[config.mk]
export PLATFORM = sky130hd
export DESIGN_NAME = fege_seq
export DESIGN_NICKNAME = d
export VERILOG_FILES = /design/src/hdl/fege_pkg.sv /design/src/hdl/fege_seq.sv
export VERILOG_INCLUDE_DIRS = /design/src /design/src/hdl
export SDC_FILE = /design/constraint.sdc
export NUM_CORES = 1
export LEC_CHECK = 0
export BUFFER_PORTS_ARGS = -buffer_cell sky130_fd_sc_hd__buf_2
export CORE_ASPECT_RATIO = 0.5
export CORE_MARGIN = 1.5
export CORE_UTILIZATION = 50
export CTS_CLUSTER_DIAMETER = 120
export DETAILED_ROUTE_END_ITERATION = 8
export GPL_TIMING_DRIVEN = 0
export PLACE_DENSITY = 0.77
export SYNTH_ARGS = -nofsm -noshare
export SYNTH_HDL_FRONTEND = slang
export SYNTH_SLANG_ARGS = --single-unit
[constraint.sdc]
create_clock -name i_clk -period 2.6 [get_ports i_clk]
set_input_delay 0 -clock i_clk [delete_from_list [all_inputs] [get_ports i_clk]]
set_output_delay 0 -clock i_clk [all_outputs]
set_load 0.02 [all_outputs]
[src/hdl/fire_effect_grid_engine_assert.svh]
// Assertion macros for the fire effect grid engine; empty when synthesized.
`ifndef FIRE_EFFECT_GRID_ENGINE_ASSERT_SVH
`define FIRE_EFFECT_GRID_ENGINE_ASSERT_SVH
`ifndef SYNTHESIS
`define FEGE_ASSERT_IMPLY(lbl, clk, rst_n, ante, cons) \
    lbl: assert property (@(posedge clk) disable iff (!(rst_n)) (ante) |-> (cons)) \
        else $error("fire effect grid engine: same-cycle check failed");
`define FEGE_ASSERT_NEXT(lbl, clk, rst_n, ante, cons) \
    lbl: assert property (@(posedge clk) disable iff (!(rst_n)) (ante) |=> (cons)) \
        else $error("fire effect grid engine: next-cycle check failed");
`else
`define FEGE_ASSERT_IMPLY(lbl, clk, rst_n, ante, cons)
`define FEGE_ASSERT_NEXT(lbl, clk, rst_n, ante, cons)
`endif
`endif

[src/hdl/fege_pkg.sv]
// Shared constants, codes and the color palette of the fire effect grid engine.
package fege_pkg;

    localparam int DEF_MAX_COLS = 64;
    localparam int DEF_MAX_ROWS = 64;

    localparam int LEVEL_W  = 6;
    localparam int COLOR_W  = 8;
    localparam int COORD_W  = 6;
    localparam int CFG_DW   = 7;
    localparam int CFG_IW   = 1;

    localparam logic [LEVEL_W-1:0] LEVEL_MAX = 6'd36;
    localparam logic [LEVEL_W-1:0] DIM_STEP  = 6'd2;

    localparam logic [CFG_DW-1:0] CFG_RESET = 7'd64;
    localparam logic [CFG_IW-1:0] CFG_COLS  = 1'b0;
    localparam logic [CFG_IW-1:0] CFG_ROWS  = 1'b1;

    localparam logic [1:0] MODE_IGNITE = 2'd0;
    localparam logic [1:0] MODE_DIM    = 2'd1;
    localparam logic [1:0] MODE_SPREAD = 2'd2;
    localparam logic [1:0] MODE_READ   = 2'd3;

    localparam logic [1:0] SHIFT_RIGHT = 2'd0;
    localparam logic [1:0] SHIFT_LEFT  = 2'd2;
    localparam logic [1:0] SHIFT_BAD   = 2'd3;

    localparam logic [1:0] ST_DONE      = 2'd0;
    localparam logic [1:0] ST_SHIFT_BAD = 2'd1;
    localparam logic [1:0] ST_COORD_BAD = 2'd2;

    typedef logic [3*COLOR_W-1:0] t_rgb;

    // Fire palette, dark gray through red and yellow to white.
    function automatic t_rgb palette_rgb(input logic [LEVEL_W-1:0] lvl);
        t_rgb rgb;
        case (lvl)
            6'd0:    rgb = 24'h070707;
            6'd1:    rgb = 24'h1F0707;
            6'd2:    rgb = 24'h2F0F07;
            6'd3:    rgb = 24'h470F07;
            6'd4:    rgb = 24'h571707;
            6'd5:    rgb = 24'h671F07;
            6'd6:    rgb = 24'h771F07;
            6'd7:    rgb = 24'h8F2707;
            6'd8:    rgb = 24'h9F2F07;
            6'd9:    rgb = 24'hAF3F07;
            6'd10:   rgb = 24'hBF4707;
            6'd11:   rgb = 24'hC74707;
            6'd12:   rgb = 24'hDF4F07;
            6'd13:   rgb = 24'hDF5707;
            6'd14:   rgb = 24'hDF5707;
            6'd15:   rgb = 24'hD75F07;
            6'd16:   rgb = 24'hD75F07;
            6'd17:   rgb = 24'hD7670F;
            6'd18:   rgb = 24'hCF6F0F;
            6'd19:   rgb = 24'hCF770F;
            6'd20:   rgb = 24'hCF7F0F;
            6'd21:   rgb = 24'hCF8717;
            6'd22:   rgb = 24'hC78717;
            6'd23:   rgb = 24'hC78F17;
            6'd24:   rgb = 24'hC7971F;
            6'd25:   rgb = 24'hBF9F1F;
            6'd26:   rgb = 24'hBF9F1F;
            6'd27:   rgb = 24'hBFA727;
            6'd28:   rgb = 24'hBFA727;
            6'd29:   rgb = 24'hBFAF2F;
            6'd30:   rgb = 24'hB7AF2F;
            6'd31:   rgb = 24'hB7B72F;
            6'd32:   rgb = 24'hB7B737;
            6'd33:   rgb = 24'hCFCF6F;
            6'd34:   rgb = 24'hDFDF9F;
            6'd35:   rgb = 24'hEFEFC7;
            default: rgb = 24'hFFFFFF;
        endcase
        return rgb;
    endfunction

endpackage

[src/hdl/fege_seq.sv]
// Sequencer: clearing pass, row walks, spread and read over the heat memory.
`include "fire_effect_grid_engine_assert.svh"
module fege_seq
    import fege_pkg::*;
#(
    parameter int MAX_COLS = DEF_MAX_COLS,
    parameter int MAX_ROWS = DEF_MAX_ROWS,
    parameter int CW   = $clog2(MAX_COLS),
    parameter int RW   = $clog2(MAX_ROWS),
    parameter int CCW  = $clog2(MAX_COLS + 1),
    parameter int RCW  = $clog2(MAX_ROWS + 1)
) (
    input  logic                 i_clk,
    input  logic                 i_rst_n,
    input  logic                 i_start,
    output logic                 o_busy,
    input  logic [1:0]           i_mode,
    input  logic [COORD_W-1:0]   i_row,
    input  logic [COORD_W-1:0]   i_column,
    input  logic                 i_dim_bit,
    input  logic [1:0]           i_shift,
    input  logic [CCW-1:0]       i_cols,
    input  logic [RCW-1:0]       i_rows,
    output logic                 o_mem_we,
    output logic [RW+CW-1:0]     o_mem_waddr,
    output logic [LEVEL_W-1:0]   o_mem_wdata,
    output logic [RW+CW-1:0]     o_mem_raddr,
    input  logic [LEVEL_W-1:0]   i_mem_rdata,
    output logic                 o_valid,
    output logic [1:0]           o_status,
    output logic [LEVEL_W-1:0]   o_level,
    output logic [COLOR_W-1:0]   o_red,
    output logic [COLOR_W-1:0]   o_green,
    output logic [COLOR_W-1:0]   o_blue
);

    localparam int AW = RW + CW;

    localparam logic [1:0] S_CLEAR = 2'd0;
    localparam logic [1:0] S_IDLE  = 2'd1;
    localparam logic [1:0] S_EXEC  = 2'd2;
    localparam logic [1:0] S_WALK  = 2'd3;

    logic [1:0]         r_state, n_state;
    logic [AW-1:0]      r_clr, n_clr;
    logic [CW-1:0]      r_walk, n_walk;
    logic [1:0]         r_mode, n_mode;
    logic [COORD_W-1:0] r_row, n_row;
    logic [COORD_W-1:0] r_col, n_col;
    logic               r_dim, n_dim;
    logic [1:0]         r_shift, n_shift;
    logic               r_valid, n_valid;
    logic [1:0]         r_status, n_status;
    logic [LEVEL_W-1:0] r_level, n_level;
    t_rgb               r_rgb, n_rgb;

    logic               accept;
    logic [RW-1:0]      bottom;
    logic               coord_bad;
    logic               shift_bad;
    logic               walk_last;
    logic [LEVEL_W-1:0] rd_level;
    logic [CW-1:0]      tgt_col;
    logic [RW-1:0]      row_up;

    assign o_busy = (r_state != S_IDLE);
    assign accept = i_start && !o_busy;
    assign bottom = RW'(32'(i_rows) - 32'd1);

    assign coord_bad = (32'(r_row) >= 32'(i_rows)) || (32'(r_col) >= 32'(i_cols));
    assign shift_bad = (r_shift == SHIFT_BAD)
                    || (r_shift == SHIFT_LEFT && r_col == '0)
                    || (r_shift == SHIFT_RIGHT && (32'(r_col) + 32'd1 >= 32'(i_cols)));
    assign walk_last = (32'(r_walk) == 32'(i_cols) - 32'd1);
    assign rd_level  = (i_mem_rdata > LEVEL_MAX) ? LEVEL_MAX : i_mem_rdata;
    assign tgt_col   = CW'(32'(r_col) + 32'd1 - 32'(r_shift));
    assign row_up    = RW'(32'(r_row) - 32'd1);

    always_comb begin
        n_state     = r_state;
        n_clr       = r_clr;
        n_walk      = r_walk;
        n_mode      = r_mode;
        n_row       = r_row;
        n_col       = r_col;
        n_dim       = r_dim;
        n_shift     = r_shift;
        n_valid     = 1'b0;
        n_status    = ST_DONE;
        n_level     = '0;
        n_rgb       = '0;
        o_mem_we    = 1'b0;
        o_mem_waddr = {row_up, CW'(r_col)};
        o_mem_wdata = '0;
        o_mem_raddr = {RW'(i_row), CW'(i_column)};

        unique case (r_state)
            S_CLEAR: begin
                o_mem_we    = 1'b1;
                o_mem_waddr = r_clr;
                n_clr       = r_clr + AW'(1);
                if (r_clr == {AW{1'b1}}) begin
                    n_state = S_IDLE;
                end
            end
            S_IDLE: begin
                if (i_mode == MODE_IGNITE || i_mode == MODE_DIM) begin
                    o_mem_raddr = {bottom, CW'(0)};
                end
                if (accept) begin
                    n_mode  = i_mode;
                    n_row   = i_row;
                    n_col   = i_column;
                    n_dim   = i_dim_bit;
                    n_shift = i_shift;
                    n_walk  = '0;
                    n_state = (i_mode == MODE_IGNITE || i_mode == MODE_DIM) ? S_WALK : S_EXEC;
                end
            end
            S_WALK: begin
                // Write column r_walk while the next column's read is in flight.
                o_mem_we    = 1'b1;
                o_mem_waddr = {bottom, r_walk};
                o_mem_raddr = {bottom, r_walk + CW'(1)};
                if (r_mode == MODE_IGNITE) begin
                    o_mem_wdata = LEVEL_MAX;
                end else begin
                    o_mem_wdata = (i_mem_rdata >= DIM_STEP) ? i_mem_rdata - DIM_STEP : '0;
                end
                if (walk_last) begin
                    n_walk  = '0;
                    n_valid = 1'b1;
                    n_state = S_IDLE;
                end else begin
                    n_walk = r_walk + CW'(1);
                end
            end
            S_EXEC: begin
                n_valid = 1'b1;
                n_state = S_IDLE;
                if (coord_bad) begin
                    n_status = ST_COORD_BAD;
                end else if (r_mode == MODE_READ) begin
                    n_level = rd_level;
                    n_rgb   = palette_rgb(rd_level);
                end else if (r_row != '0) begin
                    if (i_mem_rdata == '0) begin
                        o_mem_we    = 1'b1;
                        o_mem_waddr = {row_up, CW'(r_col)};
                        o_mem_wdata = '0;
                    end else if (shift_bad) begin
                        n_status = ST_SHIFT_BAD;
                    end else begin
                        o_mem_we    = 1'b1;
                        o_mem_waddr = {row_up, tgt_col};
                        o_mem_wdata = i_mem_rdata - LEVEL_W'(r_dim);
                    end
                end
            end
        endcase
    end

    always_ff @(posedge i_clk) begin
        if (!i_rst_n) begin
            r_state <= S_CLEAR;
            r_clr   <= '0;
            r_walk  <= '0;
            r_valid <= 1'b0;
        end else begin
            r_state <= n_state;
            r_clr   <= n_clr;
            r_walk  <= n_walk;
            r_valid <= n_valid;
        end
    end

    always_ff @(posedge i_clk) begin
        r_mode   <= n_mode;
        r_row    <= n_row;
        r_col    <= n_col;
        r_dim    <= n_dim;
        r_shift  <= n_shift;
        r_status <= n_status;
        r_level  <= n_level;
        r_rgb    <= n_rgb;
    end

    assign o_valid  = r_valid;
    assign o_status = r_status;
    assign o_level  = r_level;
    assign o_red    = r_rgb[3*COLOR_W-1:2*COLOR_W];
    assign o_green  = r_rgb[2*COLOR_W-1:COLOR_W];
    assign o_blue   = r_rgb[COLOR_W-1:0];

    `FEGE_ASSERT_IMPLY(a_idle_no_write, i_clk, i_rst_n, r_state == S_IDLE, !o_mem_we)
    `FEGE_ASSERT_NEXT(a_no_result_from_idle, i_clk, i_rst_n, r_state == S_IDLE || r_state == S_CLEAR, !r_valid)
    `FEGE_ASSERT_IMPLY(a_walk_in_grid, i_clk, i_rst_n, r_state == S_WALK, 32'(r_walk) < 32'(i_cols))
    `FEGE_ASSERT_NEXT(a_accept_starts_work, i_clk, i_rst_n, accept, r_state == S_EXEC || r_state == S_WALK)

endmodule

# [Yosys cells after proc, flatten, opt, wreduce, memory -nomap -nowiden]
# Memory sizes are Yosys's and may differ from the RTL's. A register that Yosys moved wholly into a read port is not among the register bits.
# Cells that the tools add are included.
[word_totals] regBits=70 romBits=960 in_bits=40 out_inout_bits=65 word_cells=104 memories=1
[mem_list] name="(no name shown)" words=64 width=15 read_ports=1 rd_ports_with_merged_regs=1 wr=0 line_no="fege_pkg.sv:38" source="case (lvl)"
[op_classes] add_sub_neg=9 n_lt_le_gt_ge=5 eq_ne=13 muxes=38 bitwise_logic=3 n_reduce_logical=22
[op_table] op="two-way mux 6 bit" n=15
[op_table] op="case mux 12 bit (3 select lines)" n=1
[op_table] op="== test 6 x 32 -> 1 bit" n=1
[op_table] op="case mux 12 bit (2 select lines)" n=1
[op_table] op="case mux 6 bit (2 select lines)" n=2
[op_table] op=">= comparator 6 x 7 -> 1 bit" n=2
[op_table] op="adder 12 x 1 -> 12 bit (second input constant)" n=1
[op_table] op="== test 12 bit (second input constant)" n=1
[op_table] op="logical NOT 6 bit" n=2
[op_table] op="two-way mux 12 bit" n=1
[op_table] op="subtractor 6 x 1 -> 6 bit (second input constant)" n=2
[op_table] op="two-way mux 1 bit" n=11
[op_table] op="== test 2 bit (second input constant)" n=5
[op_table] op="logical NOT 2 bit" n=4
[op_table] op="two-way mux 2 bit" n=4
[op_table] op="case mux 2 bit (4 select lines)" n=1
[op_table] op="subtractor 7 x 1 -> 8 bit (second input constant)" n=1
[op_table] op="adder 6 x 1 -> 7 bit (second input constant)" n=1
[op_table] op=">= comparator 7 bit" n=1
[op_table] op="adder 6 x 1 -> 6 bit (second input constant)" n=1
[op_table] op=">= comparator 6 x 2 -> 1 bit (second input constant)" n=1
[op_table] op="greater-than comparator 6 bit (second input constant)" n=1
[op_table] op="inequality test 2 bit (second input constant)" n=3
[op_table] op="nonzero test 6 bit" n=1
[op_table] op="other kinds (16)" n=26

# [Logic depth before layout (Yosys ltp)]
# Gate-level depths: netlist of the first run.
[depth] ltp_word=10 ltp_mapped=13 depth_no_buf=12

# [Worst setup path before layout of the first run]
# Ideal clock, no wire load.
[synth_timing] path_kind="register -> output" start="register r_col[0]" end="output port o_mem_waddr[2]" arrival_time_ns=2.993 slack_ns=-0.393 stages_incl_launch_ff=10 path_buffers=0 path_cell_list="edfxtp_1 > ha_1 > xor2_1 > ha_1 > a211o_1 > a31oi_1 > nor3_1 > nor3_2 > nand2_1 > o311ai_1"
[synth_via] elab_chain_cells=10 elab_cells_between_ends=16
[synth_rtl] item="from (decl)" line_no="fege_seq.sv:49" source="logic [COORD_W-1:0] r_col, n_col;"
[synth_rtl] item="from (signal assigned)" line_no="fege_seq.sv:180" source="r_col <= n_col;"
[synth_rtl] item="adder 6 x 1 -> 7 bit or logical NOT 6 bit (tied branches)" line_no="fege_seq.sv:76, fege_seq.sv:72"
[synth_rtl] item=">= comparator 7 bit or logical AND 1 bit (tied branches)" line_no="fege_seq.sv:73, fege_seq.sv:72"
[synth_rtl] item="logical AND 1 bit or logical OR 1 bit (tied branches)" line_no="fege_seq.sv:73, fege_seq.sv:72"
[synth_rtl] item="logical OR 1 bit" line_no="fege_seq.sv:73" source="|| (r_shift == SHIFT_RIGHT && (32'(r_col) + 32'd1 >= 32'(i_cols)));"
[synth_rtl] item="two-way mux 6 bit" line_no="fege_seq.sv:151" source="end else if (shift_bad) begin"
[synth_rtl] item="two-way mux 6 bit" line_no="fege_seq.sv:147" source="if (i_mem_rdata == '0) begin"
[synth_rtl] item="two-way mux 6 bit" line_no="fege_seq.sv:146" source="end else if (r_row != '0) begin"
[synth_rtl] item="two-way mux 6 bit" line_no="fege_seq.sv:143" source="end else if (r_mode == MODE_READ) begin"
[synth_rtl] item="two-way mux 6 bit (*)" line_no="fege_seq.sv:141" source="if (coord_bad) begin"
[synth_rtl] item="case mux 12 bit (3 select lines) (*)" line_no="fege_seq.sv:97" source="unique case (r_state)"
[synth_rtl] item="to (decl)" line_no="fege_seq.sv:25" source="output logic [RW+CW-1:0] o_mem_waddr,"
# Every way passes the cells marked *; elsewhere a longest branch is shown, timed or not.

# [Worst setup path in the final report of the first run]
[layout_timing] start="register r_col[1]" end="output port o_mem_waddr[2]"
# Same word-level chain as after synthesis.

==> results.py, run 1 <==
metrics = {
    "setup_path": {
        "worstPathCellList": "ha_4, nand3_1, xnor2_1, ha_1, nand3_1, nor3_2, or4b_4, buf_8, o211ai_1, o311ai_4, buf_6",
        "crit_start": "r_col[1]$_DFFE_PP_",
        "crit_type": "reg -> out",
        "reg2reg_to": "r_rgb[6]$_SDFF_PP0_",
        "cp.depth": 11,
        "reg2regPathDepth": 12,
        "cp.required_ns": 2.60,
        "regToRegSetupSlack_ns": -0.30,
        "crit_path_max_fanout": 6,
        "path_buf_inv": 2,
        "critPathArrivalTime_ns": 3.35,
        "endpoint": "o_mem_waddr[2]",
        "path_delay_family": "simple AND/OR/NAND/NOR gates",
        "rr_startpoint": "r_col[4]$_DFFE_PP_",
        "crit_path_max_incr_delay_ns": 0.53,
        "start_kind": "flop",
        "cp-end-kind": "primary output",
        "crit_path_frequent_cell": "nand3_1",
        "crit_slowest_cell": "or4b_4",
    },
    "logic_synthesis": {
        "syn_area_sq_um": 4860,
        "yosys-top-cells-area": "dfxtp_1 19%, ha_1 12%, edfxtp_1 10%",
        "synth_edf_count": 17,
        "synth_cell_types": 66,
        "synth_ff_type": "dfxtp_1",
        "synth_seq_area_share_pct": 29.0,
        "synthCells": 596,
        "ys_ff_latch": 62,
        "async_flop_share_pct": 0,
        "netlist.area_leader.share_pct": 18.5,
        "yosysTopAreaCell": "dfxtp_1",
        "yosysWarningCount": 0,
        "synth_nets": 685,
        "avgSynthCellArea_sq_um": 8.16,
    },
    "die": {
        "fp.dieW_microns": 142,
        "initial_core_util_pct": 51.5,
        "die_area_sq_um": 10400,
        "die_height_microns": 72.7,
        "boundaryPins": 105,
        "rows": 25,
        "core_region_area_sq_um": 9450,
    },
    "clock_tree": {
        "cts_max_level": 3,
        "cts.sinks": 62,
        "clk_latency_ns": 0.34,
        "cts_buffers": 9,
        "cts_root_buffer": "clkbuf_16",
        "cts_tree": "yes",
        "cts_buffer_depth": 2,
        "clk_pin_slew_ns": 0.05,
    },
    "cells_and_area": {
        "syn_to_final_growth_pct": 42.2,
        "finalNonFillerCells": 905,
        "multiInputGateArea_sq_um": 3560,
        "fill_cells": 689,
        "fin_nets": 854,
        "fin_area_sq_um": 6920,
        "drive_gt1_share_pct": 31.3,
        "antenna_cells": 0,
        "regArea_sq_um": 1410,
    },
    "placed_design": {
        "hpwl_microns": 10400,
        "dp_cells": 833,
        "gp_congestion": 0.932,
        "dpl_cell_area_sq_um": 5700,
        "port_buffers": 102,
    },
    "route": {
        "num_vias": 5363,
        "dr.pass1.iters": 6,
        "avgRoutedWirePerCell_microns": 17.7,
        "drc": 0,
        "drt_iter0_markers": 489,
        "vias_per_cell": 5.93,
        "wl_microns": 16000,
        "drtAntennaViolNets": 0,
    },
    "timing": {
        "worst_slack_ns": -0.751,
        "drv_slew": 0,
        "relSlewSlack_pct": 41.1,
        "fin_tns_setup_ns": -12.83,
        "clock_skew_ns": 0.00780,
        "rsz0062_at_grt": "yes",
        "period_share_pct": 129,
        "setup_viol": 35,
        "hold_viol": 0,
        "tightest_slew_ns": 0.883,
        "period_minus_slack_ns": 3.35,
        "timing.fmax_mhz": 298,
        "whs_ns": 0.0243,
    },
    "status": {
        "failed_checks": "setup timing",
        "status": "finished, violations left",
    },
    "pwr": {
        "p_total_mw": 3.96,
        "p_leak_nw": 2.97,
        "max-vdd-ir-drop_uv": 394,
        "powerDensity_nw_per_um2": 572,
    },
    "global_route": {
        "antenna_found_initial": 0,
        "grt_pass1_wl_microns": 23400,
        "grt_max_degree": 19,
        "globalRouteTotalUtil_pct": 29.2,
        "gr-total-overflow": 0,
        "met1_usage_pct": 36.8,
        "first_global_vias": 4748,
        "met2_usage_pct": 50.6,
        "grt.busiest_layer": "met2",
        "met3_usage_pct": 5.25,
    },
    "job": {
        "drv_cap": 0,
    },
    "min_path": {
        "hp-class": "in -> reg",
    },
}
-- synthesized netlist by cell type (all sizes together) (9+ instances only) --
cell,n
nor3,14
buf,18
a21oi,27
ha,48
inv,41
a211oi,15
o21ai,32
and2,15
xor2,15
edfxtp,17
a221o,9
xnor2,24
nor2,57
clkbuf,23
dfxtp,45
nand2,50
nand3,19
o22ai,16
-- layer usage --
metal	wire length [microns]	up-vias
met2	7570	333
met4	500	0
met5	0	-
li1	-	2459
met1	6420	2511
met3	1530	60
-- worst min-delay path by stage --
stage / start / end / slack (ns) / cells past startpoint
after floorplan: i_column[0] / r_col[0]$_DFFE_PP_ / 0.1 / 0
after global placement: i_shift[0] / r_shift[0]$_DFFE_PP_ / 0.18 / 1
after detailed placement: i_shift[1] / r_shift[1]$_DFFE_PP_ / 0.18 / 1
after CTS: i_mem_rdata[0] / r_rgb[12]$_SDFF_PP0_ / 0.02 / 2
after global routing: i_mem_rdata[0] / r_rgb[12]$_SDFF_PP0_ / 0.03 / 2
final: i_mem_rdata[0] / r_rgb[12]$_SDFF_PP0_ / 0.02 / 2
-- report_power, final --
| group | internal, mW | leakage (nW) | switching, mW |
|---|---|---|---|
| sequential | 1.05 | 0.517 | 0.0563 |
| combinational | 0.607 | 2.29 | 0.954 |
| clock | 0.839 | 0.162 | 0.446 |
-- metrics by stage --
step / utilization (%) / setup WS [ns]
6_report: 73.2 / -0.751
5_1_grt: 73.2 / -0.773
4_1_cts: 69.3 / -0.626
3_5_place_dp: 60.3 / -0.625
3_3_place_gp: 60.3 / -0.558
2_1_floorplan: - / -0.0943
-- flip-flops by register name, summed over array words and instances (netlist names) --
signal and count:
r_clr 12, r_mode 2, r_dim 1, r_walk 6, r_shift 2, r_col 6
o_level 6, o_valid 1, o_status 2, r_state 2, r_row 6, r_rgb 16
-- cells by family after synthesis --
kind of cell | synth area share, %
AND/OR/NAND/NOR | 21.6
AO/OA/AOI/OAI | 21.1
buffers and inverters | 7.07
flip-flops | 29.0
adder cells (fa/ha/maj) | 12.8
XOR/XNOR | 7.02
multiplexers | 1.44
-- layout make-up --
cell class,count,area share [%]
Inverter,41,2.23
Clock inverter,1,0.0724
Timing Repair Buffer,158,15.5
Tap cell,135,2.44
Sequential cell,62,20.4
Multi-Input combinational cell,452,51.4
Buffer,41,3.33
Clock buffer,15,4.63
-- repair_timing --
action / in CTS / in global routing
setup buffers: 16 / 21
gates resized for setup: 43 / 57
gates cloned: 0 / 2
pin swaps: 10 / 23
hold buffers: 18 / 0
hold endpoints to repair: 19 / 0
setup endpoints to repair: 14 / 37
-- cell usage in the layout (no fill, tap or decap), types with 8 or more instances in the layout --
cell and count:
nor2_1 49, nor3_1 9, clkbuf_1 19, xnor2_1 24, buf_6 17, buf_4 40
dfxtp_1 45, nand3_1 17, nor2b_1 8, dlygate4sd3_1 18, and2_1 15, buf_2 97
ha_1 44, edfxtp_1 17, inv_1 38, a221o_1 9, nand2_1 49, a21oi_1 20
o21ai_0 30, a211oi_2 8, xor2_1 13, o22ai_1 14, clkbuf_16 11
Power figures use the tool's default switching activity.
==> run 2, diff against run 1 <==
--- a/config.mk
+++ b/config.mk
@@ -6,6 +6,7 @@
 export SDC_FILE = /design/constraint.sdc
 export NUM_CORES = 1
 export LEC_CHECK = 0
+export ABC_AREA = 1
 export BUFFER_PORTS_ARGS = -buffer_cell sky130_fd_sc_hd__buf_2
 export CORE_ASPECT_RATIO = 0.5
 export CORE_MARGIN = 1.5
==> results.py, run 2 <==
metrics = {
    "clock_tree": {
        "cts_buffers": 9,
        "clk_latency_ns": 0.34,
        "cts_root_buffer": "clkbuf_16",
        "cts_tree": "yes",
        "cts.sinks": 62,
        "cts_buffer_depth": 2,
        "clk_pin_slew_ns": 0.05,
        "cts_max_level": 3,
    },
    "route": {
        "wl_met1_microns": 6320,
        "num_vias": 5390,
        "dr.pass1.iters": 6,
        "top_layer": "met4",
        "wl_microns": 14900,
        "avgRoutedWirePerCell_microns": 15.0,
        "drc": 0,
        "wl_met2_microns": 7140,
        "wl_met3_microns": 1070,
        "vias_per_cell": 5.46,
        "drt_iter0_markers": 464,
        "drtAntennaViolNets": 0,
    },
    "die": {
        "rows": 25,
        "die_height_microns": 72.7,
        "fp.dieW_microns": 142,
        "core_region_area_sq_um": 9450,
        "boundaryPins": 105,
        "initial_core_util_pct": 51.4,
        "die_area_sq_um": 10400,
    },
    "setup_path": {
        "crit_path_max_fanout": 8,
        "path_buf_inv": 2,
        "cp.required_ns": 2.60,
        "crit_slowest_cell": "edfxtp_1",
        "worstPathCellList": "nand4_1, nor2_2, nand2_1, nand2_2, ha_4, nand2_4, inv_2, a21oi_2, nand3_2, nand2_2, nand2_4, o21bai_1, nand3_1, a21oi_2, buf_4",
        "critPathArrivalTime_ns": 2.95,
        "crit_path_max_incr_delay_ns": 0.55,
        "start_kind": "flop",
        "crit_type": "reg -> out",
        "cp-end-kind": "primary output",
        "path_delay_family": "simple AND/OR/NAND/NOR gates",
    },
    "timing": {
        "clock_skew_ns": 0.0101,
        "setup_viol": 13,
        "hold_viol": 0,
        "period_minus_slack_ns": 2.95,
        "tightest_slew_ns": 0.827,
        "period_share_pct": 113,
        "drv_slew": 0,
        "rsz0062_at_grt": "yes",
        "timing.fmax_mhz": 339,
        "whs_ns": 0.0448,
        "relSlewSlack_pct": 44.8,
        "worst_slack_ns": -0.346,
    },
    "cells_and_area": {
        "antenna_cells": 0,
        "final_cell_mix": "129 x nand2_1, 91 x buf_2, 89 x inv_1",
        "regArea_sq_um": 1410,
        "fin_area_sq_um": 6480,
        "top_regs": "r_rgb x16, r_clr x12",
        "fin_nets": 937,
        "largest_register_ffs": 16,
        "finalNonFillerCells": 988,
        "fill_cells": 792,
        "layout_commonest_cell": "nand2_1",
        "syn_to_final_growth_pct": 33.4,
        "drive_gt1_share_pct": 24.7,
        "multiInputGateArea_sq_um": 3140,
        "regMostFlops": "r_rgb",
    },
    "placed_design": {
        "gp_congestion": 0.954,
        "port_buffers": 101,
        "dpl_cell_area_sq_um": 5530,
        "pre_cts_ws_ns": -0.355,
        "hpwl_microns": 10400,
        "dp_cells": 932,
    },
    "logic_synthesis": {
        "yosysTopAreaCell": "dfxtp_1",
        "synth_edf_count": 17,
        "synth_ff_type": "dfxtp_1",
        "ys_ff_latch": 62,
        "synthCells": 696,
        "netlist.area_leader.share_pct": 18.5,
        "synth_nets": 785,
        "synth_cell_types": 44,
        "yosysWarningCount": 0,
        "yosys-top-cells-area": "dfxtp_1 19%, ha_1 12%, edfxtp_1 11%",
        "async_flop_share_pct": 0,
        "avgSynthCellArea_sq_um": 6.98,
        "synthTopCellsByCount": "136 x nand2_1, 92 x inv_1, 77 x nor2_1",
        "synth_seq_area_share_pct": 29.0,
        "syn_area_sq_um": 4860,
        "yosysMostFrequentCell": "nand2_1",
    },
    "pwr": {
        "p_int_mw": 2.90,
        "switching_power_mw": 2.10,
        "powerDensity_nw_per_um2": 771,
        "power.share.sequential_pct": 25.3,
        "max-vdd-ir-drop_uv": 444,
        "p_leak_nw": 3.16,
        "switching_share_pct": 42.0,
        "pwr-share-comb_pct": 47.3,
        "clkPwrFrac_pct": 27.4,
    },
    "global_route": {
        "grt_max_degree": 18,
        "first_global_vias": 4846,
        "antenna_found_initial": 0,
        "grt_pass1_wl_microns": 22800,
        "gr-total-overflow": 0,
        "globalRouteTotalUtil_pct": 28.4,
    },
    "status": {
        "status": "finished, violations left",
        "failed_checks": "setup timing",
    },
    "min_path": {
        "hp-class": "in -> reg",
    },
    "job": {
        "drv_cap": 0,
    },
}
[run 2: changes by cell type in the layout (fill, tap and decap cells not counted), moves of 8 or more]
cell      change
a211oi_2      -8
a221o_1       -9
and2_1       -15
buf_6        -11
clkbuf_1      -8
inv_1        +51
nand2_1      +80
nand2_2       +9
nand3_1      +29
nor2_1       +26
nor2b_1       -8
o21ai_0      +22
xnor2_1      -16
[run 2: final cells by class]
cell class | count | area share (%)
inverter | 100 | 5.83
multi-input combinational | 511 | 48.4
tap | 135 | 2.60
clock buffer | 13 | 4.69
sequential | 62 | 21.8
timing repair buffer | 141 | 13.7
clock inverter | 3 | 0.675
buffer | 23 | 2.26
[run 2: kinds of logic after synthesis]
logic type,after synthesis,synth area share [%]
compound gates,132,15.9
flops,62,29.0
xor+xnor,24,4.33
fa+ha+maj,49,12.8
simple gates,306,27.4
buf+inv,123,10.6
[run 2: worst min-delay path, delay by kind of cell]
family	cells	cell delay [ns]
and+or+nand+nor	2	0.16
buffers and inverters	1	0.18
[run 2: timing repair]
item	in CTS	in global routing
hold buffers	18	0
pin swaps	19	14
endpoints found under the setup margin	14	16
gates resized for setup	39	19
hold endpoints to repair	23	0
buffers inserted	16	6
[run 2: power groups by stage]
stage	clock network, mW	logic (mW)	registers, mW
after global routing	1.42	2.57	1.28
after CTS	1.38	2.25	1.26
after global placement	0	1.97	1.28
after detailed placement	0	1.99	1.28
after floorplan	0	1.38	1.27
final	1.37	2.37	1.26
[run 2: path summary, 6_finish.rpt]
path,start,to,slack [ns],cells past startpoint
setup / recovery,r_col[3]$_DFFE_PP_,o_mem_waddr[2],-0.35,15
hold / removal,i_mem_rdata[5],r_rgb[15]$_SDFF_PP0_,0.04,3
setup reg to reg,r_col[3]$_DFFE_PP_,o_status[0]$_SDFF_PP0_,0.10,15
hold reg to reg,r_clr[3]$_SDFFE_PN0N_,r_clr[3]$_SDFFE_PN0N_,0.51,1
[run 2: metal layers]
layer	vias up	GRT usage (%)
met5	-	0
met4	0	9.74
met3	38	5.97
met2	258	51.0
met1	2478	34.5
li1	2616	-
[run 2: through the flow]
step	TNS [ns]	power, mW	utilization, %
after floorplan	0	2.65	-
after CTS	-2.05	4.89	67.2
final	-4.06	5.00	68.6
after global routing	-5.18	5.26	68.6
after detailed placement	-2.98	3.27	58.6
after global placement	-2.82	3.24	58.6
==> run 3, diff against run 2 <==
--- a/config.mk
+++ b/config.mk
@@ -7,14 +7,14 @@
 export NUM_CORES = 1
 export LEC_CHECK = 0
 export ABC_AREA = 1
-export BUFFER_PORTS_ARGS = -buffer_cell sky130_fd_sc_hd__buf_2
 export CORE_ASPECT_RATIO = 0.5
 export CORE_MARGIN = 1.5
-export CORE_UTILIZATION = 50
+export CORE_UTILIZATION = 59
 export CTS_CLUSTER_DIAMETER = 120
 export DETAILED_ROUTE_END_ITERATION = 8
+export DONT_BUFFER_PORTS = 1
 export GPL_TIMING_DRIVEN = 0
-export PLACE_DENSITY = 0.77
+export PLACE_DENSITY = 0.78
 export SYNTH_ARGS = -nofsm -noshare
 export SYNTH_HDL_FRONTEND = slang
 export SYNTH_SLANG_ARGS = --single-unit
==> results.py, run 3 (synthesized netlist as in run 2, its figures left out) <==
metrics = {
    "status": {
        "status": "finished, violations left",
        "failed_checks": "setup timing",
    },
    "timing": {
        "setup_viol": 13,
        "rsz0062_at_grt": "yes",
        "drv_slew": 0,
        "fin_tns_setup_ns": -3.68,
        "hold_viol": 0,
        "worst_slack_ns": -0.332,
        "period_share_pct": 113,
        "timing.fmax_mhz": 341,
        "period_minus_slack_ns": 2.93,
        "clock_skew_ns": 0.00864,
        "tightest_slew_ns": 0.806,
        "relSlewSlack_pct": 46.2,
    },
    "cells_and_area": {
        "fin_nets": 833,
        "antenna_cells": 0,
        "multiInputGateArea_sq_um": 3310,
        "largest_register_ffs": 16,
        "drive_gt1_share_pct": 15.1,
        "top_regs": "r_rgb x16, r_clr x12",
        "regMostFlops": "r_rgb",
        "syn_to_final_growth_pct": 24.0,
        "finish.utilization_pct": 75.3,
        "regArea_sq_um": 1410,
        "fill_cells": 591,
        "final_cell_mix": "124 x nand2_1, 89 x inv_1, 75 x nor2_1",
        "layout_commonest_cell": "nand2_1",
    },
    "clock_tree": {
        "cts_max_level": 3,
        "clk_pin_slew_ns": 0.06,
        "cts_tree": "yes",
        "clk_latency_ns": 0.34,
        "cts_buffers": 9,
        "cts_buffer_depth": 2,
        "cts_root_buffer": "clkbuf_16",
        "cts.sinks": 62,
    },
    "route": {
        "wl_met2_microns": 7260,
        "drt_iter0_markers": 547,
        "wl_met1_microns": 6320,
        "dr.pass1.iters": 5,
        "vias_per_cell": 5.95,
        "wl_met3_microns": 1630,
        "num_vias": 5122,
        "top_layer": "met4",
        "avgRoutedWirePerCell_microns": 18.2,
        "wl_microns": 15700,
        "drc": 0,
        "drtAntennaViolNets": 0,
    },
    "setup_path": {
        "cp-end-kind": "primary output",
        "crit_path_frequent_cell": "nand2_4",
        "cp.required_ns": 2.60,
        "critPathArrivalTime_ns": 2.93,
        "path_buf_inv": 2,
        "worstPathCellList": "buf_6, nand4_1, nor2_2, nand2_2, nand2_4, ha_4, nand2_4, inv_4, a21oi_4, nand3_4, nand2_4, nand2_8, o21bai_1, nand3_1, a21oi_4",
        "crit_path_max_incr_delay_ns": 0.42,
        "start_kind": "flop",
        "crit_slowest_cell": "edfxtp_1",
        "path_delay_family": "simple AND/OR/NAND/NOR gates",
        "crit_path_max_fanout": 7,
        "crit_type": "reg -> out",
    },
    "pwr": {
        "max-vdd-ir-drop_uv": 581,
        "p_leak_nw": 2.68,
        "powerDensity_nw_per_um2": 787,
    },
    "placed_design": {
        "port_buffers": 0,
        "hpwl_microns": 10400,
        "gp_congestion": 0.956,
    },
    "global_route": {
        "grt_pass1_wl_microns": 23400,
        "grt_max_degree": 18,
        "antenna_found_initial": 0,
        "first_global_vias": 4778,
        "globalRouteTotalUtil_pct": 34.4,
        "gr-total-overflow": 0,
    },
    "min_path": {
        "hp-class": "in -> reg",
    },
    "die": {
        "boundaryPins": 105,
        "initial_core_util_pct": 60.7,
        "fp.dieW_microns": 131,
        "die_height_microns": 67.2,
        "core_region_area_sq_um": 8000,
        "rows": 23,
        "die_area_sq_um": 8820,
    },
    "job": {
        "drv_cap": 0,
    },
}
run 3: changes by cell type in the layout (fill, tap and decap cells not counted), sizes merged:
cell	before	now
clkbuf	25	22
buf	134	29
inv	99	101
dlygate4sd3	18	20
run 3: per-layer routing:
metal | global-route usage [%] | up-vias
li1 | - | 2406
met1 | 40.9 | 2378
met2 | 60.8 | 287
met3 | 10.4 | 51
met4 | 12.4 | 0
met5 | 0 | -
run 3: worst paths after layout:
check	start	to	slack, ns	depth (start not counted)
worst min register to register	r_clr[3]$_SDFFE_PN0N_	r_clr[3]$_SDFFE_PN0N_	0.50	1
worst max register to register	r_col[1]$_DFFE_PP_	o_status[0]$_SDFF_PP0_	0.14	16
worst max-delay path	r_col[1]$_DFFE_PP_	o_mem_waddr[4]	-0.33	15
worst min-delay path	i_mode[1]	r_state[0]$_SDFFE_PN0P_	0.03	5
run 3: what timing repair did:
item / in CTS / in global routing
hold buffers: 20 / 0
buffers inserted: 6 / 11
endpoints found under the setup margin: 13 / 16
hold endpoints to repair: 33 / 0
pin swaps: 22 / 26
gates resized for setup: 43 / 35
run 3: cell type report:
cell class	instances	area share [%]
repair buffers	37	5.56
clock inverters	5	0.934
well taps	112	2.33
multi-input cells	511	55.0
clock buffers	11	4.03
inverters	100	6.27
plain buffers	23	2.45
flip-flops and latches	62	23.4
run 3: through the flow:
step	total power, mW	std cells	area (sq um)	setup slack [ns]	hold slack (ns)
4_1_cts	4.53	850	5790	-0.142	0.0250
2_1_floorplan	2.65	696	4860	0.0214	0.0989
6_report	4.74	861	6030	-0.332	0.0290
5_1_grt	4.95	861	6030	-0.405	0.0636
3_5_place_dp	3.05	808	5000	-0.496	0.0989
3_3_place_gp	3.01	808	5000	-0.427	0.0989
run 3: tightest hold or removal path, cell delays in order:
cell	delay [ns]
nand2_1	0.04
inv_1	0.07
nand3_1	0.08
nand2_1	0.06
nor2_1	0.08
run 3: report_power, final:
group | switching [mW] | total [mW] | leakage, nW | internal (mW)
logic | 1.54 | 2.22 | 2.01 | 0.676
clock network | 0.457 | 1.23 | 0.150 | 0.769
registers | 0.171 | 1.30 | 0.520 | 1.13
